--- config.mk ---
export PLATFORM = sky130hd
export DESIGN_NAME = clipped_glyph_blitter_top
export DESIGN_NICKNAME = d
export VERILOG_FILES = /design/src/rtl/cgb_pkg.sv /design/src/rtl/cgb_glyph_ctrl.sv /design/src/rtl/cgb_addr_out.sv /design/src/rtl/clipped_glyph_blitter_top.sv
export SDC_FILE = /design/constraint.sdc
export NUM_CORES = 1
export LEC_CHECK = 0
export CELL_PAD_IN_SITES_DETAIL_PLACEMENT = 0
export CELL_PAD_IN_SITES_GLOBAL_PLACEMENT = 1
export CORE_ASPECT_RATIO = 0.5
export CORE_UTILIZATION = 53
export CTS_BUF_LIST = sky130_fd_sc_hd__clkbuf_8
export DETAILED_ROUTE_END_ITERATION = 7
export DONT_BUFFER_PORTS = 1
export HOLD_SLACK_MARGIN = 0.06
export PLACE_DENSITY_LB_ADDON = 0.1
export SETUP_SLACK_MARGIN = 0.4
export SYNTH_ARGS = -nofsm -noshare
export SYNTH_HDL_FRONTEND = slang
export SYNTH_HIERARCHICAL = 1
export SYNTH_SLANG_ARGS = --single-unit
--- constraint.sdc ---
create_clock -name clk_i -period 6.55 [get_ports clk_i]
set_input_delay 0.655 -clock clk_i [delete_from_list [all_inputs] [get_ports clk_i]]
set_output_delay 0.655 -clock clk_i [all_outputs]
set_load 0.005 [all_outputs]
--- src/rtl/cgb_pkg.sv ---
// shared types and constants of the clipped glyph blitter
package cgb_pkg;

  localparam int unsigned CfgIdxW  = 3;
  localparam int unsigned CfgDataW = 24;

  localparam logic [CfgIdxW-1:0] CFG_CLIP_X_MIN = 3'd0;
  localparam logic [CfgIdxW-1:0] CFG_CLIP_Y_MIN = 3'd1;
  localparam logic [CfgIdxW-1:0] CFG_CLIP_X_MAX = 3'd2;
  localparam logic [CfgIdxW-1:0] CFG_CLIP_Y_MAX = 3'd3;
  localparam logic [CfgIdxW-1:0] CFG_DEST_STRIDE = 3'd4;
  localparam logic [CfgIdxW-1:0] CFG_DEST_BASE = 3'd5;

  localparam logic [7:0] FG_CODE = 8'd15;

  localparam logic MODE_BEGIN = 1'b0;
  localparam logic MODE_PIXEL = 1'b1;
  localparam logic KIND_ADVANCE = 1'b0;
  localparam logic KIND_WRITE = 1'b1;

  typedef struct packed {
    logic [10:0] x_min;
    logic [10:0] y_min;
    logic [10:0] x_max;
    logic [10:0] y_max;
  } cgb_clip_t;

  typedef struct packed {
    logic        kind;
    logic [7:0]  advance;
    logic [10:0] x;
    logic [10:0] y;
    logic [7:0]  color;
  } cgb_item_t;

endpackage

--- src/rtl/cgb_glyph_ctrl.sv ---
// glyph placement, clip tests and pixel walk, ending in the first result register
module cgb_glyph_ctrl import cgb_pkg::*; (
  input  logic             clk_i,
  input  logic             rst_ni,
  input  logic             accept_i,
  input  logic             mode_i,
  input  logic [11:0]      glyph_x_i,
  input  logic [11:0]      glyph_bottom_y_i,
  input  logic [7:0]       glyph_width_i,
  input  logic [7:0]       glyph_height_i,
  input  logic [7:0]       text_color_i,
  input  logic [7:0]       pixel_value_i,
  input  cgb_clip_t        clip_i,
  input  logic             take_i,
  output logic             s1_valid_o,
  output cgb_item_t        s1_item_o
);

  logic [11:0] origin_x_q, origin_x_d;
  logic [12:0] top_y_q, top_y_d;
  logic [7:0]  cur_width_q, cur_width_d;
  logic [7:0]  cur_height_q, cur_height_d;
  logic [7:0]  col_count_q, col_count_d;
  logic [7:0]  row_count_q, row_count_d;
  logic [7:0]  draw_color_q, draw_color_d;
  logic        active_q, active_d;
  logic        s1_valid_q, s1_valid_d;
  cgb_item_t   s1_item_q, s1_item_d;

  logic signed [13:0] x_s, yb_s, w_s, h_s, top_s;
  logic signed [13:0] xmin_s, ymin_s, xmax_s, ymax_s;
  logic signed [13:0] px_s, py_s;
  logic               h_reject, v_ok, in_window, has_result;
  logic [8:0]         col_inc, row_inc;

  always_comb begin
    x_s    = $signed({{2{glyph_x_i[11]}}, glyph_x_i});
    yb_s   = $signed({{2{glyph_bottom_y_i[11]}}, glyph_bottom_y_i});
    w_s    = $signed({6'b0, glyph_width_i});
    h_s    = $signed({6'b0, glyph_height_i});
    xmin_s = $signed({3'b0, clip_i.x_min});
    ymin_s = $signed({3'b0, clip_i.y_min});
    xmax_s = $signed({3'b0, clip_i.x_max});
    ymax_s = $signed({3'b0, clip_i.y_max});
    top_s  = yb_s - h_s + 14'sd1;

    h_reject = (x_s > xmax_s) || (x_s <= xmin_s - w_s);
    v_ok     = !((top_s <= ymin_s - h_s) || (top_s > ymax_s)) &&
               (glyph_width_i != 8'd0) && (glyph_height_i != 8'd0);

    px_s = $signed({{2{origin_x_q[11]}}, origin_x_q}) + $signed({6'b0, col_count_q});
    py_s = $signed({top_y_q[12], top_y_q}) + $signed({6'b0, row_count_q});
    in_window = (px_s >= xmin_s) && (px_s <= xmax_s) &&
                (py_s >= ymin_s) && (py_s <= ymax_s);

    col_inc = {1'b0, col_count_q} + 9'd1;
    row_inc = {1'b0, row_count_q} + 9'd1;

    origin_x_d   = origin_x_q;
    top_y_d      = top_y_q;
    cur_width_d  = cur_width_q;
    cur_height_d = cur_height_q;
    col_count_d  = col_count_q;
    row_count_d  = row_count_q;
    draw_color_d = draw_color_q;
    active_d     = active_q;
    has_result   = 1'b0;
    s1_item_d    = '0;

    if (accept_i) begin
      if (mode_i == MODE_BEGIN) begin
        has_result        = 1'b1;
        s1_item_d.kind    = KIND_ADVANCE;
        s1_item_d.advance = h_reject ? 8'd0 : glyph_width_i;
        active_d          = 1'b0;
        if (!h_reject && v_ok) begin
          origin_x_d   = glyph_x_i;
          top_y_d      = top_s[12:0];
          cur_width_d  = glyph_width_i;
          cur_height_d = glyph_height_i;
          draw_color_d = text_color_i;
          col_count_d  = 8'd0;
          row_count_d  = 8'd0;
          active_d     = 1'b1;
        end
      end else if (active_q) begin
        if (pixel_value_i == FG_CODE && in_window) begin
          has_result      = 1'b1;
          s1_item_d.kind  = KIND_WRITE;
          s1_item_d.x     = px_s[10:0];
          s1_item_d.y     = py_s[10:0];
          s1_item_d.color = draw_color_q;
        end
        // row-major walk, glyph ends after its last pixel
        if (col_inc >= {1'b0, cur_width_q}) begin
          col_count_d = 8'd0;
          if (row_inc >= {1'b0, cur_height_q}) begin
            row_count_d = 8'd0;
            active_d    = 1'b0;
          end else begin
            row_count_d = row_inc[7:0];
          end
        end else begin
          col_count_d = col_inc[7:0];
        end
      end
    end

    if (has_result) begin
      s1_valid_d = 1'b1;
    end else if (take_i) begin
      s1_valid_d = 1'b0;
    end else begin
      s1_valid_d = s1_valid_q;
    end
  end

  always_ff @(posedge clk_i or negedge rst_ni) begin
    if (!rst_ni) begin
      origin_x_q   <= '0;
      top_y_q      <= '0;
      cur_width_q  <= '0;
      cur_height_q <= '0;
      col_count_q  <= '0;
      row_count_q  <= '0;
      draw_color_q <= '0;
      active_q     <= 1'b0;
      s1_valid_q   <= 1'b0;
    end else begin
      origin_x_q   <= origin_x_d;
      top_y_q      <= top_y_d;
      cur_width_q  <= cur_width_d;
      cur_height_q <= cur_height_d;
      col_count_q  <= col_count_d;
      row_count_q  <= row_count_d;
      draw_color_q <= draw_color_d;
      active_q     <= active_d;
      s1_valid_q   <= s1_valid_d;
    end
  end

  always_ff @(posedge clk_i) begin
    if (has_result) begin
      s1_item_q <= s1_item_d;
    end
  end

  assign s1_valid_o = s1_valid_q;
  assign s1_item_o  = s1_item_q;

endmodule

--- src/rtl/cgb_addr_out.sv ---
// address computation and output register
module cgb_addr_out import cgb_pkg::*; (
  input  logic        clk_i,
  input  logic        rst_ni,
  input  logic        s1_valid_i,
  input  cgb_item_t   s1_item_i,
  input  logic [12:0] dest_stride_i,
  input  logic [23:0] dest_base_i,
  input  logic        out_ready_i,
  output logic        take_o,
  output logic        out_valid_o,
  output logic        kind_o,
  output logic [7:0]  advance_o,
  output logic [10:0] pixel_x_o,
  output logic [10:0] pixel_y_o,
  output logic [23:0] address_o,
  output logic [7:0]  color_o
);

  logic        out_valid_q, out_valid_d;
  logic        load;
  logic [23:0] row_offset, address_d;
  cgb_item_t   item_q;
  logic [23:0] address_q;

  assign take_o = !out_valid_q || out_ready_i;
  assign load   = take_o && s1_valid_i;

  always_comb begin
    row_offset = {13'b0, s1_item_i.y} * {11'b0, dest_stride_i};
    address_d  = '0;
    if (s1_item_i.kind == KIND_WRITE) begin
      address_d = dest_base_i + row_offset + {13'b0, s1_item_i.x};
    end
    out_valid_d = take_o ? s1_valid_i : out_valid_q;
  end

  always_ff @(posedge clk_i or negedge rst_ni) begin
    if (!rst_ni) begin
      out_valid_q <= 1'b0;
    end else begin
      out_valid_q <= out_valid_d;
    end
  end

  always_ff @(posedge clk_i) begin
    if (load) begin
      item_q    <= s1_item_i;
      address_q <= address_d;
    end
  end

  assign out_valid_o = out_valid_q;
  assign kind_o      = item_q.kind;
  assign advance_o   = item_q.advance;
  assign pixel_x_o   = item_q.x;
  assign pixel_y_o   = item_q.y;
  assign address_o   = address_q;
  assign color_o     = item_q.color;

endmodule

--- src/rtl/clipped_glyph_blitter_top.sv ---
// top level of the clipped glyph blitter
// Draws transparent glyphs into a byte-per-pixel framebuffer, clipped to a window.
// Input channel (in_valid_i / in_ready_o): a begin item (mode 0) places a glyph and
// always yields one advance result; pixel items (mode 1) follow in row-major order
// and yield one write for each foreground pixel (code 15) inside the window.
// Output channel (out_valid_o / out_ready_i): advance results and pixel writes in order.
// Configuration: cfg_we_i writes cfg_data_i into register cfg_index_i;
// indexes 0..5 are clip x min, clip y min, clip x max, clip y max, stride, base.
// Write configuration only while no item is in flight.
// Throughput: one item per cycle while out_ready_i stays high. A result passes through
// the clip stage register and then the address register that holds the 11x13 row
// multiply.
// When the receiver stalls, the two result registers fill and then in_ready_o drops;
// items that produce no result never occupy a register.
// Reset clears both result registers and the glyph state, and loads the window
// 0..639 by 0..479, stride 640 and base 0.
module clipped_glyph_blitter_top import cgb_pkg::*; (
  input  logic                clk_i,
  input  logic                rst_ni,
  input  logic                cfg_we_i,
  input  logic [CfgIdxW-1:0]  cfg_index_i,
  input  logic [CfgDataW-1:0] cfg_data_i,
  input  logic                in_valid_i,
  output logic                in_ready_o,
  input  logic                mode_i,
  input  logic [11:0]         glyph_x_i,
  input  logic [11:0]         glyph_bottom_y_i,
  input  logic [7:0]          glyph_width_i,
  input  logic [7:0]          glyph_height_i,
  input  logic [7:0]          text_color_i,
  input  logic [7:0]          pixel_value_i,
  output logic                out_valid_o,
  input  logic                out_ready_i,
  output logic                kind_o,
  output logic [7:0]          advance_o,
  output logic [10:0]         pixel_x_o,
  output logic [10:0]         pixel_y_o,
  output logic [23:0]         address_o,
  output logic [7:0]          color_o
);

  cgb_clip_t   clip_q;
  logic [12:0] dest_stride_q;
  logic [23:0] dest_base_q;
  logic        s1_valid, take, accept;
  cgb_item_t   s1_item;

  always_ff @(posedge clk_i or negedge rst_ni) begin
    if (!rst_ni) begin
      clip_q.x_min  <= 11'd0;
      clip_q.y_min  <= 11'd0;
      clip_q.x_max  <= 11'd639;
      clip_q.y_max  <= 11'd479;
      dest_stride_q <= 13'd640;
      dest_base_q   <= 24'd0;
    end else if (cfg_we_i) begin
      case (cfg_index_i)
        CFG_CLIP_X_MIN:  clip_q.x_min  <= cfg_data_i[10:0];
        CFG_CLIP_Y_MIN:  clip_q.y_min  <= cfg_data_i[10:0];
        CFG_CLIP_X_MAX:  clip_q.x_max  <= cfg_data_i[10:0];
        CFG_CLIP_Y_MAX:  clip_q.y_max  <= cfg_data_i[10:0];
        CFG_DEST_STRIDE: dest_stride_q <= cfg_data_i[12:0];
        CFG_DEST_BASE:   dest_base_q   <= cfg_data_i[23:0];
        default: ;
      endcase
    end
  end

  // the first stage frees up whenever the output stage takes its item
  assign in_ready_o = !s1_valid || take;
  assign accept     = in_valid_i && in_ready_o;

  cgb_glyph_ctrl u_ctrl (
    .clk_i            (clk_i),
    .rst_ni           (rst_ni),
    .accept_i         (accept),
    .mode_i           (mode_i),
    .glyph_x_i        (glyph_x_i),
    .glyph_bottom_y_i (glyph_bottom_y_i),
    .glyph_width_i    (glyph_width_i),
    .glyph_height_i   (glyph_height_i),
    .text_color_i     (text_color_i),
    .pixel_value_i    (pixel_value_i),
    .clip_i           (clip_q),
    .take_i           (take),
    .s1_valid_o       (s1_valid),
    .s1_item_o        (s1_item)
  );

  cgb_addr_out u_out (
    .clk_i         (clk_i),
    .rst_ni        (rst_ni),
    .s1_valid_i    (s1_valid),
    .s1_item_i     (s1_item),
    .dest_stride_i (dest_stride_q),
    .dest_base_i   (dest_base_q),
    .out_ready_i   (out_ready_i),
    .take_o        (take),
    .out_valid_o   (out_valid_o),
    .kind_o        (kind_o),
    .advance_o     (advance_o),
    .pixel_x_o     (pixel_x_o),
    .pixel_y_o     (pixel_y_o),
    .address_o     (address_o),
    .color_o       (color_o)
  );

endmodule
==> results of run 1 <==
-- layer usage --
metal | track usage | wire, um
met1 | 0.390 | 24700
met5 | 0 | 0
met4 | 0.0590 | 838
met2 | 0.425 | 23100
met3 | 0.0378 | 2790
-- per-stage QoR --
step	hold slack [ps]	std cells	setup slack [ps]	area (um^2)	power, mW
after CTS	112	2497	866	21700	11.9
after floorplan	359	1953	1410	20400	8.73
after detailed placement	368	2424	876	20800	10.3
final	40.3	2498	807	21700	11.9
after global routing	160	2497	528	21700	13.1
after global placement	373	2424	912	20800	10.1
-- cells in the final DEF, fill, tap and decap left out, types with 6 or more instances in the layout --
cell type	count
a211o_1	7
a211oi_1	13
a21o_1	31
a21oi_1	54
and2_1	81
and3_1	6
buf_4	8
clkbuf_8	48
dfrtp_1	131
dfstp_2	18
edfxtp_1	102
fa_1	137
ha_1	221
inv_1	329
mux2_1	50
mux2_2	26
mux2_4	40
nand2_1	159
nand2b_1	26
nand3_1	63
nand4_1	15
nor2_1	56
nor2b_1	19
nor3_1	14
nor4_1	14
nor4b_1	28
o21a_1	12
o21ai_0	73
o21bai_1	8
o22ai_1	13
or3_1	7
xnor2_1	44
xor2_1	17
-- logic make-up after synthesis --
kind of cell             share of synthesized area
buffers and inverters                       0.0738
flip-flops                                   0.334
AND/OR/NAND/NOR                              0.136
AO/OA/AOI/OAI                               0.0859
XOR/XNOR                                    0.0262
multiplexers                                0.0739
adder cells (fa/ha/maj)                      0.270
-- cell type report --
type,instances,area [um^2],area share
clock inverter,24,210,0.00967
timing repair buffer,10,108,0.00495
antenna,1,2.50,0.000115
clock buffer,48,661,0.0304
multi-input combinational,1324,12100,0.556
sequential,251,6810,0.313
tap,520,651,0.0299
inverter,320,1200,0.0553
-- power groups by stage --
stage	logic (mW)	clock network, mW	registers (mW)
floorplan	6.38	0	2.35
global placement	7.59	0	2.50
detailed placement	7.76	0	2.51
CTS	7.83	1.56	2.48
global route	8.92	1.62	2.53
finish	7.86	1.52	2.48
-- state kept, by name, summed over array words and instances (netlist names), 8 cells and up --
signal	cells
u_ctrl/col_count_q	8
dest_stride_q	13
u_out/pixel_x_o	11
clip_q	44
u_ctrl/origin_x_q	12
u_out/advance_o	8
u_out/pixel_y_o	11
u_ctrl/draw_color_q	8
u_ctrl/s1_item_o	39
u_out/address_o	24
u_ctrl/row_count_q	8
u_ctrl/top_y_q	13
u_ctrl/cur_width_q	8
dest_base_q	24
u_out/color_o	8
u_ctrl/cur_height_q	8
-- how the worst min path moves through the flow --
stage | endpoint | startpoint | cells after the start | slack, ps
after floorplan | clip_q[10] | rst_ni | 0 | 360
after global placement | u_ctrl/cur_height_q[1] | rst_ni | 0 | 370
after detailed placement | u_ctrl/cur_height_q[1] | rst_ni | 0 | 370
after CTS | dest_stride_q[5] | rst_ni | 1 | 110
after global routing | clip_q[32] | rst_ni | 1 | 160
final | clip_q[25] | rst_ni | 1 | 40
==> flow_summary.toml, run 1 <==
[outcome]
status = "finished, final reports clean"

[floorplan]
core_um2 = 37700
rows = 50
die-area_um2 = 39300
chipHeight_um = 141
die_x_um = 279
ios = 154
start_util = 0.541

[synth]
yosysTopAreaCell = "dfrtp_1"
synth_commonest_cells = "inv_1, ha_1, nand2_1, fa_1, dfrtp_1"
syn-num-nets = 2400
synth_top_cell_area_share = 0.161
synth_edf_count = 102
syn-cell-area_um2 = 20400
synth_most_common_cell = "inv_1"
ys.flop_type = "dfrtp_1"
ys_top_cells_by_area = "dfrtp_1, edfxtp_1, ha_1"
synth_cells = 1953
ys_seq_area_frac = 0.334
syn_avg_cell_area_um2 = 10.4
ys_warn_count = 6
async_reset_ff_frac = 0.594
synth-seq-cells = 251
synthDistinctLibCells = 80

[critical_path]
cp-start-kind = "flip-flop"
cp_slowest_cell = "edfxtp_1"
cp-end-kind = "flip-flop"
r2r-end = "u_out/address_o[23]"
ff2ff_path_depth = 17
r2r_slack_ps = 810
crit_path_end = "u_out/address_o[23]"
critPathTopFamily = "adder cells"
crit_chain = "and2_1 -> fa_1 -> inv_1 -> fa_1 -> inv_1 -> fa_1 -> fa_1 -> inv_1 -> fa_1 -> inv_1 -> ha_1 -> a21oi_1 -> o22ai_1 -> nor3_2 -> a211oi_1 -> or3_1 -> a21oi_1"
crit_arrival_ps = 6040
cp.required_ps = 6850
cp_num_cells = 17
cp_num_buf_inv = 4
crit_path_frequent_cell = "fa_1"
max_stage_delay_ps = 670
path_class = "reg -> reg"
rr_startpoint = "u_ctrl/s1_item_o[15]"
cp_max_fo = 14
crit_start = "u_ctrl/s1_item_o[15]"

[grt]
antenna_found_initial = 0
grt_usage = 0.268
grt_max_degree = 150
gr-total-overflow = 0
grt_pass1_wl_um = 81000
grt_pass1_vias = 14300

[cells_and_area]
nets = 2394
fin_util = 0.577
syn_to_final_growth_pct = 6.62
n_fill_cell = 3294
layout-drive-gt1-share = 0.0910

[cts]
htreeDepth = 2
cts_hold_buf = 1
post_cts_buffers = 0
cts.sinks = 251
cts.clk_slew.worst_paths_ps = 70
cts_tree = "done"
cts_resized = 0
worstSkewPairLatency_ps = 580
cts.root.buffer_cell = "clkbuf_8"
cts_inserted_buffers = 40
cts.path.max_buffers = 3

[routing]
dr.first_iter.drc_count = 1030
routed_wirelength_um = 51400
drc_errors = 0
firstDrtPassIters = 5
wl_per_cell_um = 20.6
drtAntennaViolNets = 0
via_count = 14100
routed_via_density = 5.65

[timing]
hold_viol_final = 0
worstMarginPinSlew_ps = 1220
drv_slew = 0
rsz0062_at_grt = "no"
max_freq_ghz = 0.174
period_share = 0.877
setup_violations = 0
fin_crit_ps = 5740
setup_tns_ps = 0
slew-limit-headroom = 0.188
skew_ps = 32.5

[power]
powerDensity_nw_per_um2 = 546
ir_drop_mv = 0.413
p_clk_frac = 0.128
p_leak_nw = 10.2
p_int_mw = 6.33
switching_share = 0.466
power.switching_mw = 5.53
p_comb_frac = 0.662
pwr-share-seq = 0.209

[place]
portBuffers = 0
gp_congestion = 0.921
dpl.hpwl_um = 39200

[job]
maxCapViolCount = 0

[hold_path]
hp-class = "in -> async"
Note: power is estimated with default switching activity, not from simulation.
==> run 2, diff against run 1 <==
--- a/config.mk
+++ b/config.mk
@@ -8,5 +8,4 @@
 export CELL_PAD_IN_SITES_DETAIL_PLACEMENT = 0
 export CELL_PAD_IN_SITES_GLOBAL_PLACEMENT = 1
-export CORE_ASPECT_RATIO = 0.5
 export CORE_UTILIZATION = 53
 export CTS_BUF_LIST = sky130_fd_sc_hd__clkbuf_8
@@ -14,4 +13,5 @@
 export DONT_BUFFER_PORTS = 1
 export HOLD_SLACK_MARGIN = 0.06
+export MAX_ROUTING_LAYER = met4
 export PLACE_DENSITY_LB_ADDON = 0.1
 export SETUP_SLACK_MARGIN = 0.4
==> constraint.sdc (replaced) <==
create_clock -name clk_i -period 6.55 [get_ports clk_i]
set_input_delay 1.31 -clock clk_i [delete_from_list [all_inputs] [get_ports clk_i]]
set_output_delay 1.31 -clock clk_i [all_outputs]
set_load 0.005 [all_outputs]
==> run 2 against run 1 <==
  * Sequential power about the same
  * Core utilization down 0.20 points
  * Global-route usage up 0.65 points
  * Largest power group unchanged
  * Highest routed layer unchanged
==> flow_summary.toml, run 2 (same netlist as run 1, synthesis figures left out) <==
[place]
pre_cts_ws_ps = 773
placedCellCount = 2415
portBuffers = 0
gp_congestion = 0.885
dpl.hpwl_um = 38300
placed_area_um2 = 20800

[cells_and_area]
stdcell_count = 2498
fin_util = 0.575
diodes = 0
nets = 2398
largest_register_ffs = 44
layout-drive-gt1-share = 0.0921
final_cell_mix = "inv_1, ha_1, nand2_1"
top_register = "clip_q"
syn_to_final_growth_pct = 6.51
final_area_um2 = 21700
final_common_cell = "inv_1"

[cts]
cts_resized = 0
cts.clk_slew.worst_paths_ps = 60
htreeDepth = 2
post_cts_buffers = 0
cts_inserted_buffers = 45
worstSkewPairLatency_ps = 620
cts_hold_buf = 0
cts_tree = "done"
cts.sinks = 251
cts.root.buffer_cell = "clkbuf_8"
cts.path.max_buffers = 3

[power]
p_int_mw = 6.24
p_total_mw = 11.8
power.switching_mw = 5.51
p_comb_frac = 0.666
switching_share = 0.469
p_clk_frac = 0.123
powerDensity_nw_per_um2 = 541
p_leak_nw = 10.2
pwr-share-seq = 0.211
ir_drop_mv = 0.427

[grt]
antenna_found_initial = 3
gr-total-overflow = 0
grt_max_degree = 150
grt_pass1_vias = 14200
grt_pass1_wl_um = 79800
grt_usage = 0.274

[floorplan]
die_x_um = 198
chipHeight_um = 198
ios = 154
core_um2 = 37800
rows = 71
die-area_um2 = 39300
start_util = 0.540

[critical_path]
ff2ff_path_depth = 17
crit_arrival_ps = 5950
cp-start-kind = "flip-flop"
cp-end-kind = "flip-flop"
r2r-end = "u_out/address_o[13]"
r2r_slack_ps = 930
rr_startpoint = "u_ctrl/s1_item_o[9]"
path_class = "reg -> reg"
cp_max_fo = 14
cp.required_ps = 6880

[routing]
routed_via_density = 5.57
wl_per_cell_um = 20.1
firstDrtPassIters = 5
drc_errors = 0
routed_wirelength_um = 50200
via_count = 13900
dr.first_iter.drc_count = 702
drtAntennaViolNets = 0

[hold_path]
hold_depth = 0
min-delay-start = "u_ctrl/s1_item_o[0]"
min_to = "u_out/color_o[0]"
hp-class = "reg -> reg"

[timing]
drv_slew = 0
skew_ps = 32.0
fin_crit_ps = 5620
worstMarginPinSlew_ps = 991
max_freq_ghz = 0.178
setup_tns_ps = 0
hold_viol_final = 0
setup_violations = 0
period_share = 0.858
slew-limit-headroom = 0.339
hold_ws_ps = 413
finalWorstSetupSlack_ps = 929
rsz0062_at_grt = "no"

[outcome]
status = "finished, final reports clean"

[job]
maxCapViolCount = 0
run 2: cell count changes in the layout (fill, tap and decap cells not counted), moves of 2 or more:
cell	before	now
inv_1	329	339
bufinv_16	4	1
clkinv_1	5	2
clkinvlp_4	0	3
clkbuf_8	48	50
clkinv_2	4	6
run 2: worst max-delay path, cell delays in order, from the launching register on:
cell	delay, ps
edfxtp_1	640
and2_1	260
fa_1	530
inv_1	60
fa_1	500
inv_1	70
fa_1	480
fa_1	490
inv_1	60
fa_1	520
inv_1	40
ha_1	390
and2_4	200
a221oi_2	350
a21oi_1	110
or3_1	320
a211oi_1	240
a2111oi_0	100
run 2: final cells by class:
class / count / area (um^2)
Clock inverter: 33 / 189
Sequential cell: 251 / 6810
Clock buffer: 50 / 688
Multi-Input combinational cell: 1324 / 12100
Fill cell: 3341 / 16000
Timing Repair Buffer: 9 / 92.6
Tap cell: 511 / 639
Inverter: 320 / 1200
run 2: power groups by stage:
stage                     Clock [mW]  Combinational [mW]  Sequential [mW]
after global routing            1.56                8.92             2.53
after floorplan                    0                6.38             2.35
after global placement             0                7.71             2.50
after CTS                       1.50                7.83             2.48
after detailed placement           0                7.78             2.51
final                           1.45                7.84             2.48
run 2: worst max-delay path by stage:
stage	start	to	slack, ps	depth (start not counted)
detailed placement	glyph_height_i[2]	u_ctrl/origin_x_q[10]	770	19
finish	u_ctrl/s1_item_o[9]	u_out/address_o[13]	930	17
global placement	glyph_bottom_y_i[1]	u_ctrl/cur_width_q[0]	780	20
CTS	u_ctrl/s1_item_o[9]	u_out/address_o[13]	980	17
floorplan	glyph_bottom_y_i[1]	u_ctrl/draw_color_q[0]	1370	21
global route	u_ctrl/s1_item_o[9]	u_out/address_o[11]	680	17
run 2: routing by layer:
metal  part of all wire  GRT usage
met4              0.026     0.0835
met2               0.49      0.458
met1               0.44      0.347
met3              0.039     0.0359
met5                  0          -
==> run 3, diff against run 2 <==
==> constraint.sdc (replaced) <==
create_clock -name clk_i -period 6.55 [get_ports clk_i]
set_input_delay 0 -clock clk_i [delete_from_list [all_inputs] [get_ports clk_i]]
set_output_delay 0 -clock clk_i [all_outputs]
set_load 0.005 [all_outputs]
==> run 3 against run 2 <==
  * Worst hold slack got worse by 330 ps
  * Sequential power is essentially flat
  * Largest cell class unchanged
  * Combinational power up 4.8%
  * Via count is 4.0% higher
  * Critical path type unchanged
  * Critical path depth unchanged
  * Routed wire length up 7.7%
  * Sequential share of layout area is 1.9 points lower
  * Clock skew is 12 ps higher
  * Largest power group unchanged
==> flow_summary.toml, run 3 (same netlist as run 1, synthesis figures left out) <==
[power]
p_leak_nw = 10.8
pwr-share-seq = 0.200
power.switching_mw = 5.81
switching_share = 0.468
p_comb_frac = 0.662
p_clk_frac = 0.138
p_int_mw = 6.61
ir_drop_mv = 0.414
powerDensity_nw_per_um2 = 537

[cts]
cts.root.buffer_cell = "clkbuf_8"
cts_tree = "done"
post_cts_buffers = 0
cts.path.max_buffers = 3
cts.clk_slew.worst_paths_ps = 70
worstSkewPairLatency_ps = 640
htreeDepth = 2
cts.sinks = 251
cts_inserted_buffers = 46

[cells_and_area]
layout-drive-gt1-share = 0.0932
final_common_cell = "inv_1"
syn_to_final_growth_pct = 13.4
largest_register_ffs = 44
nets = 2523
final_area_um2 = 23100
fin_util = 0.612
final_cell_mix = "inv_1, ha_1, nand2_1"
stdcell_count = 2627
top_register = "clip_q"

[routing]
wl_per_cell_um = 20.6
drc_errors = 0
drtAntennaViolNets = 0
dr.first_iter.drc_count = 797
routed_via_density = 5.50
firstDrtPassIters = 5
routed_wirelength_um = 54100
via_count = 14500

[critical_path]
cp-end-kind = "flip-flop"
cp_max_fo = 14
r2r-end = "u_out/address_o[13]"
cp.required_ps = 6890
r2r_slack_ps = 820
rr_startpoint = "u_ctrl/s1_item_o[9]"
cp-start-kind = "flip-flop"
path_class = "reg -> reg"
crit_arrival_ps = 6070
ff2ff_path_depth = 17

[timing]
worstMarginPinSlew_ps = 1190
skew_ps = 43.5
finalWorstSetupSlack_ps = 820
rsz0062_at_grt = "no"
hold_viol_final = 0
setup_violations = 0
slew-limit-headroom = 0.208
drv_slew = 0
setup_tns_ps = 0
period_share = 0.875
max_freq_ghz = 0.175
fin_crit_ps = 5730

[floorplan]
chipHeight_um = 198
die-area_um2 = 39300
die_x_um = 198
start_util = 0.540
ios = 154
rows = 71
core_um2 = 37800

[grt]
grt_max_degree = 150
gr-total-overflow = 0
grt_pass1_vias = 15100
antenna_found_initial = 3
grt_usage = 0.295
grt_pass1_wl_um = 85100

[job]
maxCapViolCount = 0

[place]
pre_cts_ws_ps = 775
placed_area_um2 = 20800
portBuffers = 0
placedCellCount = 2415
gp_congestion = 0.923
dpl.hpwl_um = 39800

[hold_path]
hp-class = "in -> async"

[outcome]
status = "finished, final reports clean"
-- run 3: cell types whose count changed in the layout (fill, tap and decap cells not counted), moves of 2 or more --
cell,before,now
clkbuf_8,50,54
inv_1,339,330
clkinv_2,6,9
buf_4,7,9
bufinv_16,1,5
diode_2,0,2
dlygate4sd3_1,0,123
buf_12,2,0
-- run 3: power by group through the flow --
stage | combinational [mW] | sequential (mW) | clock [mW]
finish | 8.22 | 2.49 | 1.72
global route | 9.23 | 2.54 | 1.82
CTS | 8.23 | 2.49 | 1.76
detailed placement | 7.97 | 2.51 | 0
global placement | 8.01 | 2.50 | 0
floorplan | 6.38 | 2.35 | 0
-- run 3: through the flow --
stage                     hold slack, ps  total power, mW
final                               82.0             12.4
after global placement              -292             10.5
after global routing                86.4             13.6
after CTS                           61.1             12.5
after floorplan                     -296             8.73
after detailed placement            -288             10.5
-- run 3: layout make-up --
class / instances / area [um^2]
antenna: 2 / 5.00
clock buffer: 54 / 743
clock inverter: 32 / 297
fill: 3184 / 14600
inverter: 320 / 1200
multi-input combinational: 1324 / 12100
sequential: 251 / 6810
tap: 511 / 639
timing repair buffer: 133 / 1330
-- run 3: worst max-delay path, cell delays in order (launching register included) --
cell       delay (ps)
edfxtp_1          640
and2_1            270
fa_1              500
inv_1              50
fa_1              530
inv_1              70
fa_1              470
fa_1              490
inv_1              50
fa_1              520
inv_1              40
ha_1              410
and2_4            210
a221oi_2          360
a21oi_1           110
or3_1             350
a211oi_1          250
a2111oi_0         110
-- run 3: layer usage --
metal,track usage,up-vias,share of wire
met5,-,-,0
met4,0.0996,0,0.029
met3,0.0397,90,0.040
met2,0.506,326,0.51
met1,0.357,7161,0.42
li1,-,6876,-
-- run 3: what timing repair did --
action,in CTS,in global routing
hold buffers,124,0
endpoints found under the setup margin,0,31
gates resized for setup,0,1
hold endpoints to repair,299,0
-- run 3: worst max-delay path by stage --
stage	from	slack [ps]	end	cells past startpoint
global placement	u_ctrl/s1_item_o[9]	780	u_out/address_o[13]	17
global route	u_ctrl/s1_item_o[9]	540	u_out/address_o[13]	15
detailed placement	u_ctrl/col_count_q[0]	780	u_ctrl/s1_item_o[10]	18
finish	u_ctrl/s1_item_o[9]	820	u_out/address_o[13]	17
floorplan	dest_stride_q[7]	1410	u_out/address_o[13]	18
CTS	u_ctrl/col_count_q[0]	700	u_ctrl/s1_item_o[18]	18
